===== config.mk =====
export PLATFORM = sky130hd
export DESIGN_NAME = task_slot_allocator
export DESIGN_NICKNAME = d
export VERILOG_FILES = /design/src/rtl/tsa_pkg.sv /design/src/rtl/tsa_cell.sv /design/src/rtl/task_slot_allocator.sv
export SDC_FILE = /design/constraint.sdc
export NUM_CORES = 2
export LEC_CHECK = 0
export BUFFER_PORTS_ARGS = -buffer_cell sky130_fd_sc_hd__buf_4
export CAP_MARGIN = 10
export CORE_MARGIN = 3
export CORE_UTILIZATION = 50
export CTS_CLUSTER_SIZE = 25
export DETAILED_ROUTE_END_ITERATION = 8
export GPL_TIMING_DRIVEN = 0
export PLACE_DENSITY = 0.71
export SYNTH_ARGS = -nofsm -noshare
export SYNTH_HDL_FRONTEND = slang
export SYNTH_SLANG_ARGS = --single-unit

===== constraint.sdc =====
create_clock -name clock -period 20.2 [get_ports clock]
set_clock_uncertainty 0.15 [all_clocks]
set_input_delay 3.03 -clock clock [delete_from_list [all_inputs] [get_ports clock]]
set_output_delay 3.03 -clock clock [all_outputs]
set_load 0.01 [all_outputs]

===== src/rtl/tsa_pkg.sv =====
`timescale 1ns / 1ps
// Shared types and constants for the task slot allocator.
// No dependencies; used by tsa_cell and task_slot_allocator.
package tsa_pkg;

   localparam int CELL_W    = 64;   // slots held by one cell
   localparam int LOC_W     = 6;    // index bits inside a cell
   localparam int IDX_MAX_W = 16;   // widest slot index the pool supports
   localparam int CID_W     = IDX_MAX_W - LOC_W;
   localparam int GEN_W     = 32;
   localparam int ADDR_W    = 48;
   localparam int BYTES_W   = 21;
   localparam int REL_W     = 10;
   localparam int OUT_CNT_W = 11;
   localparam int STATUS_W  = 2;
   localparam int HANDLE_W  = 64;

   localparam logic [GEN_W-1:0] GEN_RESET   = 32'd1;
   localparam logic [BYTES_W-1:0] BYTES_RESET = 21'd8192;

   // commands
   localparam logic CMD_ALLOC   = 1'b0;
   localparam logic CMD_RELEASE = 1'b1;

   // response status
   localparam logic [STATUS_W-1:0] STAT_ALLOCATED = 2'd0;
   localparam logic [STATUS_W-1:0] STAT_FULL      = 2'd1;
   localparam logic [STATUS_W-1:0] STAT_RELEASED  = 2'd2;

   // csr indexes
   localparam logic CSR_STACK_BASE  = 1'b0;
   localparam logic CSR_STACK_BYTES = 1'b1;

   typedef enum logic [1:0] {
      ST_IDLE,
      ST_FIND,
      ST_DONE
   } state_type;

   // set or clear one bit of the slot map
   typedef struct packed {
      logic                 valid;
      logic                 set;
      logic [IDX_MAX_W-1:0] idx;
   } cell_upd_type;

   // lowest free slot seen from a cell toward the top of the pool
   typedef struct packed {
      logic                 found;
      logic [IDX_MAX_W-1:0] idx;
   } link_type;

   // bits of a cell that map onto real slots
   function automatic logic [CELL_W-1:0] live_mask(int cell_id, int slots);
      logic [CELL_W-1:0] m;
      m = '0;
      for (int j = 0; j < CELL_W; j++) begin
         m[j] = ((cell_id * CELL_W + j) < slots);
      end
      return m;
   endfunction

endpackage


===== src/rtl/tsa_cell.sv =====
`timescale 1ns / 1ps
// One cell of the slot map chain: 64 busy bits plus a registered
// lowest-free link passed toward cell 0. Depends on tsa_pkg.
module tsa_cell #(
   parameter int CELL_ID = 0,
   parameter int SLOTS   = 1024
) (
   input  logic                  clock,
   input  logic                  reset,
   input  tsa_pkg::cell_upd_type upd,
   input  tsa_pkg::link_type     link_in,
   output tsa_pkg::link_type     link_out
);
   import tsa_pkg::*;

   localparam logic [CELL_W-1:0] LIVE = live_mask(CELL_ID, SLOTS);
   localparam logic [IDX_MAX_W-1:0] BASE = IDX_MAX_W'(CELL_ID * CELL_W);

   logic [CELL_W-1:0] busy_ff, busy_in;
   link_type          link_ff, link_in_nxt;
   logic              hit;
   logic [CELL_W-1:0] free;
   logic              any_free;
   logic [LOC_W-1:0]  loc;

   assign hit = upd.valid && (upd.idx[IDX_MAX_W-1:LOC_W] == CID_W'(CELL_ID));

   always_comb begin
      busy_in = busy_ff;
      if (hit) begin
         busy_in[upd.idx[LOC_W-1:0]] = upd.set;
      end
   end

   // padding bits past the pool never count as free
   assign free     = ~busy_ff & LIVE;
   assign any_free = |free;

   always_comb begin
      loc = '0;
      for (int j = CELL_W - 1; j >= 0; j--) begin
         if (free[j]) loc = LOC_W'(j);
      end
   end

   always_comb begin
      if (any_free) begin
         link_in_nxt.found = 1'b1;
         link_in_nxt.idx   = BASE + IDX_MAX_W'(loc);
      end else begin
         link_in_nxt = link_in;
      end
   end

   always_ff @(posedge clock) begin
      if (reset) begin
         busy_ff <= '0;
         link_ff <= '0;
      end else begin
         busy_ff <= busy_in;
         link_ff <= link_in_nxt;
      end
   end

   assign link_out = link_ff;

endmodule


===== src/rtl/task_slot_allocator.sv =====
`timescale 1ns / 1ps
// Task slot allocator: hands out the lowest free slot with a generation-tagged handle.
// A req beat passes through accept, search/map update and result before its rsp beat;
// a new req beat is taken only once the previous result has been loaded. After a beat that
// changes the slot map, the next beat waits for the lowest-free link to ripple down the
// cell chain of NCELLS cells (SLOTS/64, rounded up); an unchanged map adds no wait.
// Reset (sync, active high): every slot free, generation 1, use count 0,
// stack base 0, stack size 8192; req_ready stays low while the chain settles.
module task_slot_allocator #(
   parameter int SLOTS = 1024
) (
   input  logic                               clock,
   input  logic                               reset,
   // command channel
   input  logic                               req_valid,
   output logic                               req_ready,
   input  logic                               req_cmd,
   input  logic [tsa_pkg::REL_W-1:0]          req_release_slot,
   // result channel
   output logic                               rsp_valid,
   input  logic                               rsp_ready,
   output logic [tsa_pkg::STATUS_W-1:0]       rsp_status,
   output logic [tsa_pkg::HANDLE_W-1:0]       rsp_handle,
   output logic [tsa_pkg::REL_W-1:0]          rsp_slot_index,
   output logic [tsa_pkg::ADDR_W-1:0]         rsp_stack_address,
   output logic [tsa_pkg::OUT_CNT_W-1:0]      rsp_slots_in_use,
   // configuration writes
   input  logic                               csr_we,
   input  logic                               csr_index,
   input  logic [tsa_pkg::ADDR_W-1:0]         csr_wdata
);
   import tsa_pkg::*;

   localparam int IDX_W  = $clog2(SLOTS);
   localparam int NCELLS = (SLOTS + CELL_W - 1) / CELL_W;
   localparam int CNT_W  = $clog2(SLOTS + 1);
   localparam int SET_W  = $clog2(NCELLS + 1);
   localparam int PROD_W = BYTES_W + IDX_W;

   // ---------------------------------------------------------------
   // Configuration registers
   // ---------------------------------------------------------------
   logic [ADDR_W-1:0]  base_ff;
   logic [BYTES_W-1:0] bytes_ff;

   always_ff @(posedge clock) begin
      if (reset) begin
         base_ff  <= '0;
         bytes_ff <= BYTES_RESET;
      end else if (csr_we) begin
         unique case (csr_index)
            CSR_STACK_BASE:  base_ff  <= csr_wdata;
            CSR_STACK_BYTES: bytes_ff <= csr_wdata[BYTES_W-1:0];
            default: ;
         endcase
      end
   end

   // ---------------------------------------------------------------
   // Cell chain. Cell i takes the link of cell i+1; cell 0's link is
   // the lowest free slot of the whole pool once the chain has settled.
   // ---------------------------------------------------------------
   cell_upd_type upd;
   link_type     links [NCELLS+1];

   assign links[NCELLS] = '0;

   for (genvar c = 0; c < NCELLS; c++) begin : g_cell
      tsa_cell #(
         .CELL_ID (c),
         .SLOTS   (SLOTS)
      ) u_cell (
         .clock    (clock),
         .reset    (reset),
         .upd      (upd),
         .link_in  (links[c+1]),
         .link_out (links[c])
      );
   end

   link_type head;
   assign head = links[0];

   // ---------------------------------------------------------------
   // Control
   // ---------------------------------------------------------------
   state_type state_ff, state_in;
   logic [SET_W-1:0] settle_ff, settle_in;   // cycles until cell 0 is current
   logic             rsp_valid_ff, rsp_valid_in;
   logic [GEN_W-1:0] gen_ff, gen_in;
   logic [CNT_W-1:0] cnt_ff, cnt_in;

   // beat held across the search
   logic             cmd_ff;
   logic [REL_W-1:0] rel_ff;
   logic             ok_ff, ok_in;       // slot found (alloc) or index in range (release)
   logic [IDX_W-1:0] idx_ff;
   logic [PROD_W-1:0] prod_ff, prod_in;

   logic req_fire, load_rsp, rel_in_range;

   assign req_fire     = req_valid && req_ready;
   assign rel_in_range = (32'(rel_ff) < 32'(SLOTS));

   // next state
   always_comb begin
      state_in = state_ff;
      unique case (state_ff)
         ST_IDLE: if (req_fire) state_in = ST_FIND;
         ST_FIND: state_in = ST_DONE;
         ST_DONE: if (!rsp_valid_ff || rsp_ready) state_in = ST_IDLE;
         default: state_in = ST_IDLE;
      endcase
   end

   // outputs of the state machine
   always_comb begin
      req_ready = 1'b0;
      load_rsp  = 1'b0;
      upd       = '0;
      ok_in     = ok_ff;
      unique case (state_ff)
         ST_IDLE: req_ready = (settle_ff == '0);
         ST_FIND: begin
            if (cmd_ff == CMD_ALLOC) begin
               ok_in     = head.found;
               upd.valid = head.found;
               upd.set   = 1'b1;
               upd.idx   = head.idx;
            end else begin
               ok_in     = rel_in_range;
               upd.valid = rel_in_range;
               upd.set   = 1'b0;
               upd.idx   = IDX_MAX_W'(rel_ff);
            end
         end
         ST_DONE: load_rsp = !rsp_valid_ff || rsp_ready;
         default: ;
      endcase
   end

   // cell 0 is stale after any map write until the link has rippled down the chain
   always_comb begin
      if (upd.valid) begin
         settle_in = SET_W'(NCELLS);
      end else if (settle_ff != '0) begin
         settle_in = settle_ff - 1'b1;
      end else begin
         settle_in = settle_ff;
      end
   end

   // stack offset of the found slot, registered before the add
   assign prod_in = PROD_W'(bytes_ff) * PROD_W'(IDX_W'(head.idx));

   // generation and use count move when the result is written
   always_comb begin
      gen_in = gen_ff;
      cnt_in = cnt_ff;
      if (load_rsp && ok_ff) begin
         if (cmd_ff == CMD_ALLOC) begin
            cnt_in = cnt_ff + 1'b1;
            gen_in = gen_ff + 1'b1;
            if (gen_in == '0) gen_in = GEN_RESET;   // zero is never a live generation
         end else if (cnt_ff != '0) begin
            cnt_in = cnt_ff - 1'b1;
         end
      end
   end

   always_comb begin
      rsp_valid_in = rsp_valid_ff;
      if (load_rsp) begin
         rsp_valid_in = 1'b1;
      end else if (rsp_ready) begin
         rsp_valid_in = 1'b0;
      end
   end

   always_ff @(posedge clock) begin
      if (reset) begin
         state_ff     <= ST_IDLE;
         settle_ff    <= SET_W'(NCELLS);
         rsp_valid_ff <= 1'b0;
         gen_ff       <= GEN_RESET;
         cnt_ff       <= '0;
      end else begin
         state_ff     <= state_in;
         settle_ff    <= settle_in;
         rsp_valid_ff <= rsp_valid_in;
         gen_ff       <= gen_in;
         cnt_ff       <= cnt_in;
      end
   end

   // payload registers
   always_ff @(posedge clock) begin
      if (req_fire) begin
         cmd_ff <= req_cmd;
         rel_ff <= req_release_slot;
      end
      if (state_ff == ST_FIND) begin
         ok_ff   <= ok_in;
         idx_ff  <= IDX_W'(head.idx);
         prod_ff <= prod_in;
      end
   end

   // result beat
   logic [STATUS_W-1:0]  status_ff;
   logic [HANDLE_W-1:0]  handle_ff;
   logic [REL_W-1:0]     slot_ff;
   logic [ADDR_W-1:0]    addr_ff;
   logic [OUT_CNT_W-1:0] in_use_ff;

   always_ff @(posedge clock) begin
      if (load_rsp) begin
         in_use_ff <= OUT_CNT_W'(cnt_in);
         if (cmd_ff == CMD_RELEASE) begin
            status_ff <= STAT_RELEASED;
            handle_ff <= '0;
            slot_ff   <= rel_ff;
            addr_ff   <= '0;
         end else if (ok_ff) begin
            status_ff <= STAT_ALLOCATED;
            handle_ff <= {gen_ff, 32'(idx_ff)};
            slot_ff   <= REL_W'(idx_ff);
            addr_ff   <= base_ff + ADDR_W'(prod_ff);
         end else begin
            status_ff <= STAT_FULL;
            handle_ff <= '0;
            slot_ff   <= '0;
            addr_ff   <= '0;
         end
      end
   end

   assign rsp_valid         = rsp_valid_ff;
   assign rsp_status        = status_ff;
   assign rsp_handle        = handle_ff;
   assign rsp_slot_index    = slot_ff;
   assign rsp_stack_address = addr_ff;
   assign rsp_slots_in_use  = in_use_ff;

   // ---------------------------------------------------------------
   // Assertions
   // ---------------------------------------------------------------
   a_gen_nonzero: assert property (@(posedge clock) disable iff (reset)
      gen_ff != '0)
      else $error("generation counter reached zero");

   a_cnt_bound: assert property (@(posedge clock) disable iff (reset)
      32'(cnt_ff) <= 32'(SLOTS))
      else $error("use count above pool size");

   a_upd_in_find: assert property (@(posedge clock) disable iff (reset)
      upd.valid |-> (state_ff == ST_FIND))
      else $error("slot map written outside the search cycle");

   a_map_write_settles: assert property (@(posedge clock) disable iff (reset)
      upd.valid |=> (settle_ff == SET_W'(NCELLS)) && !req_ready)
      else $error("map write did not restart the settle count");

   a_alloc_gen: assert property (@(posedge clock) disable iff (reset)
      (rsp_valid && rsp_status == STAT_ALLOCATED) |-> (rsp_handle[HANDLE_W-1:32] != '0))
      else $error("allocated handle carries generation zero");

endmodule

Word-level counts from Yosys, hierarchy flattened
Index checks and enable logic that the tools add are counted.
{"block": "word_totals", "ff_bits": 1604, "input_bits": 65, "out_inout_bits": 137}
{"block": "op_classes", "n_mul": 1, "addsub": 20, "n_reduce_logical": 52, "magnitude_cmp": 2, "n_eq_ne": 19, "mux": 1074, "bitwise_logic": 20}
{"op": "$mux 6", "count": 1024}
{"op": "$bwmux 64", "count": 16}
{"op": "$not 64->64", "count": 16}
{"op": "$reduce_or 64->1", "count": 16}
{"op": "$mux 17", "count": 16}
{"op": "$add 10x6->11 const A", "count": 8}
{"op": "$eq 10x4->1 const B", "count": 8}
{"op": "$reduce_or 65->1", "count": 1}
{"op": "$add 48x31->48", "count": 1}
{"op": "$add 9x6->10 const A", "count": 4}
{"op": "$eq 10x3->1 const B", "count": 4}
{"op": "$mux 18", "count": 2}
{"op": "$mux 11", "count": 3}
{"op": "$add 32x1->32 const B", "count": 1}
{"op": "$logic_not 32->1", "count": 1}
{"op": "$mux 32", "count": 1}
{"op": "$mul 21x10->31", "count": 1}
{"op": "$eq 10x2->1 const B", "count": 2}
{"op": "$mux 10", "count": 2}
{"op": "$logic_and 1x1->1", "count": 19}
{"op": "$add 8x6->9 const A", "count": 2}
{"op": "$add 11x1->11 const B", "count": 1}
{"op": "$reduce_bool 11->1", "count": 1}
{"op": "$sub 11x1->11 const B", "count": 1}
{"op": "22 further kinds", "count": 37}

Longest topological paths before layout
{"block": "depth", "depth_word": 67, "ltp_mapped": 21}

Cells and area by module
Synthesis repeated with hierarchy kept, for this count alone.
{"block": "hier_totals", "hier_cells": 10796, "hier_area_um2": 84670.0}
{"mod": "task_slot_allocator", "cells_each": 2086, "instances": 1, "area_per_inst_um2": 19770.2, "seq_area_each_um2": 7387.1}
{"mod": "tsa_cell at g_cell[10].u_cell ...", "cells_each": 535, "instances": 3, "area_per_inst_um2": 4011.3, "seq_area_each_um2": 1621.6}
{"mod": "tsa_cell at g_cell[11].u_cell ...", "cells_each": 538, "instances": 2, "area_per_inst_um2": 4124.0, "seq_area_each_um2": 1621.6}
{"mod": "tsa_cell at g_cell[13].u_cell ...", "cells_each": 559, "instances": 2, "area_per_inst_um2": 4041.4, "seq_area_each_um2": 1621.6}
{"mod": "tsa_cell at g_cell[1].u_cell ...", "cells_each": 552, "instances": 2, "area_per_inst_um2": 4040.1, "seq_area_each_um2": 1621.6}
{"mod": "tsa_cell at g_cell[4].u_cell ...", "cells_each": 552, "instances": 2, "area_per_inst_um2": 4032.6, "seq_area_each_um2": 1621.6}
{"mod": "tsa_cell at g_cell[3].u_cell", "cells_each": 540, "instances": 1, "area_per_inst_um2": 4152.7, "seq_area_each_um2": 1621.6}
{"mod": "tsa_cell at g_cell[0].u_cell", "cells_each": 554, "instances": 1, "area_per_inst_um2": 4090.2, "seq_area_each_um2": 1621.6}
{"mod": "tsa_cell at g_cell[9].u_cell", "cells_each": 542, "instances": 1, "area_per_inst_um2": 4077.7, "seq_area_each_um2": 1621.6}
{"mod": "tsa_cell at g_cell[15].u_cell", "cells_each": 532, "instances": 1, "area_per_inst_um2": 4075.2, "seq_area_each_um2": 1621.6}
{"mod": "tsa_cell at g_cell[12].u_cell", "cells_each": 535, "instances": 1, "area_per_inst_um2": 3993.8, "seq_area_each_um2": 1621.6}

Least setup slack after synthesis
No wires, ideal clock.
{"block": "synth_path", "path_kind": "input port to flip-flop", "startpoint": "in rsp_ready", "endpoint": "reg in_use_ff[7], in the netlist rsp_slots_in_use[7] (data pin)", "cell_stages": 6, "n_path_buf": 0, "arrival_time_ns": 9.782, "t_required_ns": 19.786, "path_slack_ns": 10.003, "setup_ns": 0.264, "cell_sequence": "nor2b_1 > nor2_1 > nand2_1 > a21oi_1 > nand2_1 > xnor2_1"}
{"block": "synth_via", "elab_chain_cells": 4}
{"item": "from (decl)", "line": "task_slot_allocator.sv:21", "source": "input logic rsp_ready,"}
{"item": "$logic_or 1x1->1", "line": "task_slot_allocator.sv:137", "source": "ST_DONE: load_rsp = !rsp_valid_ff || rsp_ready;"}
{"item": "$mux 1", "line": "task_slot_allocator.sv:122", "source": "unique case (state_ff)"}
{"item": "via load_rsp", "line": "task_slot_allocator.sv:100", "source": "logic req_fire, load_rsp, rel_in_range;"}
{"item": "$logic_and 1x1->1", "line": "task_slot_allocator.sv:160", "source": "if (load_rsp && ok_ff) begin"}
{"item": "$mux 11", "line": "task_slot_allocator.sv:160"}
{"item": "via cnt_in[7]", "line": "task_slot_allocator.sv:91", "source": "logic [CNT_W-1:0] cnt_ff, cnt_in;"}
{"item": "to (signal assigned)", "line": "task_slot_allocator.sv:218", "source": "in_use_ff <= OUT_CNT_W'(cnt_in);"}
{"item": "to (decl)", "line": "task_slot_allocator.sv:214", "source": "logic [OUT_CNT_W-1:0] in_use_ff;"}
The timed path passes the listed nets, and every way through them passes these cells.
A chain may end at the register's enable or synchronous reset.

Worst setup path after layout
{"block": "layout_path", "startpoint": "reg g_cell[0].u_cell.link_ff (netlist bit g_cell[0].u_cell.link_out[7])", "endpoint": "reg prod_ff[29] (data pin)"}
{"block": "layout_via", "elab_chain_cells": 1}
{"item": "from (decl)", "line": "tsa_cell.sv:20", "source": "link_type link_ff, link_in_nxt;"}
{"item": "from (signal assigned)", "line": "tsa_cell.sv:61", "source": "link_ff <= link_in_nxt;"}
{"item": "$mul 21x10->31", "line": "task_slot_allocator.sv:154", "source": "assign prod_in = PROD_W'(bytes_ff) * PROD_W'(IDX_W'(head.idx));"}
{"item": "via prod_in[29]", "line": "task_slot_allocator.sv:98", "source": "logic [PROD_W-1:0] prod_ff, prod_in;"}
{"item": "to (signal assigned)", "line": "task_slot_allocator.sv:205", "source": "prod_ff <= prod_in;"}
{"item": "to (decl)", "line": "task_slot_allocator.sv:98"}
The timed path passes the listed nets, and every way through them passes these cells.

==> flow_summary.toml <==
[finish]
area_delta_synth_final_pct = 12.96
final-instance-count-excl-fill = 12190
final_core_util_pct = 57.29
final.fill_count = 13830
fin_nets = 10370
final_design_area_no_fill_um2 = 85200
drive_above_1_share_pct = 6.434

[clock_tree]
cts.repair_timing.setup_buffer_count = 0
cts_tree = "built"
cts_max_level = 4
post_cts_resize_count = 0
ctsLongestPathBuffers = 3
clkTransAtPathRegs_ns = 0.06
clock_sinks = 1479
cts_buffers = 159
root_buffer = "sky130_fd_sc_hd__clkbuf_16"
cts-hold-fix-buffers = 0
worstSkewPairLatency_ns = 0.83

[yosys]
synth_seq_area_share_pct = 41.46
synth-warning-count = 0
post_synth.cell_area_avg_um2 = 7.802
ys_seq_elements = 1479
netlist.top_cell.by_area = "sky130_fd_sc_hd__dfxtp_1"
synth_area_um2 = 75420
synth-main-ff-cell = "sky130_fd_sc_hd__dfxtp_1"
synth.cells.most_frequent = "1370 x sky130_fd_sc_hd__a21oi_1, 1318 x sky130_fd_sc_hd__o21ai_0, 1313 x sky130_fd_sc_hd__dfxtp_1"
post_synth_num_cell_types = 91
netlist_instances = 9667
post-synth-top-count-cell = "sky130_fd_sc_hd__a21oi_1"
synth_async_sr_flop_share_pct = 0
synth.top_cells.by_area = "sky130_fd_sc_hd__dfxtp_1 35%, sky130_fd_sc_hd__a21oi_1 9.1%, sky130_fd_sc_hd__o21ai_0 8.7%, sky130_fd_sc_hd__nand3_1 7.9%, sky130_fd_sc_hd__edfxtp_1 6.6%"
synth_enable_flop_cells = 166
synth.top_cell.area_share_pct = 34.85

[routing]
detail_route.first_pass.iterations = 7
wl_per_cell_um = 26.51
vias_per_cell = 6.474
wirelength_um = 323200
drt_first_iter_violations = 9675
vias = 78920
drt_drc_violations_left = 0
antenna_violating_nets_post_route = 0

[placement]
buffer_ports.inserted = 179
dpl.hpwl_um = 252000
place_congestion = 1.102
post_dp_cell_area_um2 = 79650
dp_cells = 11890
dp_worst_setup_slack_ns = 12.55

[run]
maxCapViolations = 2

[timing]
fin_crit_ns = 7.714
fmax_ghz = 0.1296
worstMarginPinSlew_ns = 1.507
total_negative_slack_for_setup_checks_ns = 0
timing.max_slew.rel_slack_pct = -2.022
final.setup.worst_slack_ns = 12.49
timing_max_transition_violations_final = 16
final-setup-viol-count = 0
final-hold-violation-count = 0
period_share_pct = 38.19
grt_setup_unrepaired = "no"
whs_ns = 0.2730

[pwr]
power.density_nw_per_um2 = 75.35
cell_int_power_mw = 4.891
share_clk_of_total_power_pct = 48.4
ir_worst_vdd_mv = 0.07742
power.combinational.fraction_pct = 4.6
sw_frac_of_total_pct = 23.81
seq_power_share_pct = 46.9
net-switching-power_mw = 1.529
tot_pwr_mw = 6.420
p_leak_nw = 27.28

[global_route]
groute.usage.overall_pct = 39.82
grt_start_max_net_pins = 52
grt_pass1_wl_um = 466300
first_global_vias = 73900
number_of_antenna_violations_at_the_first_check_in_global_routing = 8
global_route_total_overflow = 0

[worst_setup_path]
startpoint_type = "flop"
critical_path_cell_by_cell = "clkbuf_1 -> clkbuf_1 -> nand2_1 -> fa_1 -> fa_1 -> fa_1 -> inv_1 -> fa_1 -> fa_1 -> ha_1 -> nand3_1 -> a2111oi_0 -> nand3_1 -> a31o_2 -> a21oi_1 -> a211oi_1 -> a21oi_1 -> nor2_1 -> xnor2_1"
largest_stage_delay_on_the_critical_path_ns = 0.66
cp_max_fo = 10
setup.worst_path.class = "reg2reg"
worst-endpoint-arrival_ns = 8.10
worst_setup_path_end_kind = "flop"
most_common_cell_type_on_the_critical_path = "sky130_fd_sc_hd__fa_1"
timing.critical_path.slowest_stage_cell = "sky130_fd_sc_hd__a2111oi_0"
cp_data_required_time_ns = 20.59

[outcome]
failed_checks = "capacitance limit, slew limit"
outcome = "complete, but fails checks"

[floorplanning]
core_area_um2 = 148700
die_height_um = 394.4
io-pin-count = 202
initial_core_utilization_pct = 50.71
dieWidth_um = 394.4
die_area_um2 = 155500
std_cell_rows = 141

[worst_hold_path]
min-delay-path-class = "reg2reg"
## power by group through the flow
| stage | clock [mW] | combinational (mW) | sequential (mW) |
|---|---|---|---|
| after floorplan | 0 | 0.159 | 3.07 |
| after global placement | 0 | 0.278 | 3.08 |
| after detailed placement | 0 | 0.285 | 3.08 |
| after CTS | 3.11 | 0.286 | 3.01 |
| after global routing | 3.23 | 0.310 | 3.01 |
| final | 3.11 | 0.296 | 3.01 |
## layer usage
| layer | part of all wire (%) | global-route usage, % | vias up |
|---|---|---|---|
| li1 | - | - | 35460 |
| met1 | 35 | 45.70 | 37540 |
| met2 | 44 | 63.40 | 4719 |
| met3 | 9.7 | 7.568 | 1196 |
| met4 | 11 | 35.44 | 2 |
| met5 | 0.0028 | 0 | - |
## flip-flops by register name (all words and copies together), names as in the netlist
register and count:
rel_ff 10, prod_ff 31, state_ff 2, rsp_stack_address 48, rsp_handle 42, rsp_status 2
g_cell.u_cell.link_out 169, rsp_slot_index 10, rsp_valid 1, gen_ff 32, cmd_ff 1, settle_ff 5
ok_ff 1, g_cell.u_cell.busy_ff 1024, cnt_ff 11, bytes_ff 21, base_ff 48, idx_ff 10
rsp_slots_in_use 11
## logic make-up (layout without fill, tap and decap cells)
| logic type | Yosys count | in the layout | synth area share, % |
|---|---|---|---|
| AOI/OAI and AO/OA | 3202 | 3202 | 23.21 |
| xor gates and xnor gates | 86 | 86 | 0.9987 |
| buffers and inverters | 1105 | 1598 | 5.793 |
| adders and majority gates | 252 | 252 | 5.683 |
| muxes | 12 | 12 | 0.1659 |
| and+or+nand+nor | 3530 | 3530 | 22.68 |
| other | 1 | 30 | 0.004972 |
| DFF | 1479 | 1479 | 41.46 |
## final timing paths
check	cells past startpoint	end	slack, ns	from
max reg2reg	19	prod_ff[29]	12.49	g_cell[0].u_cell.link_out[7]
max	19	prod_ff[29]	12.49	g_cell[0].u_cell.link_out[7]
min	2	g_cell[4].u_cell.link_out[16]	0.27	g_cell[5].u_cell.link_out[16]
min reg2reg	2	g_cell[4].u_cell.link_out[16]	0.27	g_cell[5].u_cell.link_out[16]
## worst max-delay path: cells and delay by family, from the launching register on
family	cells	cell delay, ns
buffers and inverters	3	1.31
flip-flops	1	0.36
XOR/XNOR	1	0.46
AO/OA/AOI/OAI	5	1.62
adder cells (fa/ha/maj)	6	2.87
AND/OR/NAND/NOR	4	0.66
## final cells by class
type                    count  area [um^2]  area share [%]
diodes                      8        20.02         0.02350
inverters                 408         1531           1.797
clock buffers             226         4637           5.442
repair buffers            202         1634           1.918
clock inverters            65        859.6           1.009
plain buffers             697         2840           3.334
well taps                2002         2505           2.940
multi-input cells        7104        39900           46.83
flip-flops and latches   1479        31270           36.70
## layout by cell type, fill, tap and decap left out, types with 122 or more instances in the layout
cell                        count
sky130_fd_sc_hd__a21oi_1     1370
sky130_fd_sc_hd__o21ai_0     1318
sky130_fd_sc_hd__dfxtp_1     1313
sky130_fd_sc_hd__nand3_1     1183
sky130_fd_sc_hd__nand2_1      980
sky130_fd_sc_hd__clkbuf_1     579
sky130_fd_sc_hd__nor2_1       442
sky130_fd_sc_hd__inv_1        407
sky130_fd_sc_hd__nand4_1      283
sky130_fd_sc_hd__buf_4        204
sky130_fd_sc_hd__and2_1       192
sky130_fd_sc_hd__edfxtp_1     166
sky130_fd_sc_hd__clkbuf_16    164
sky130_fd_sc_hd__fa_1         151
sky130_fd_sc_hd__nor3_1       122
(Power assumes the default switching activity.)
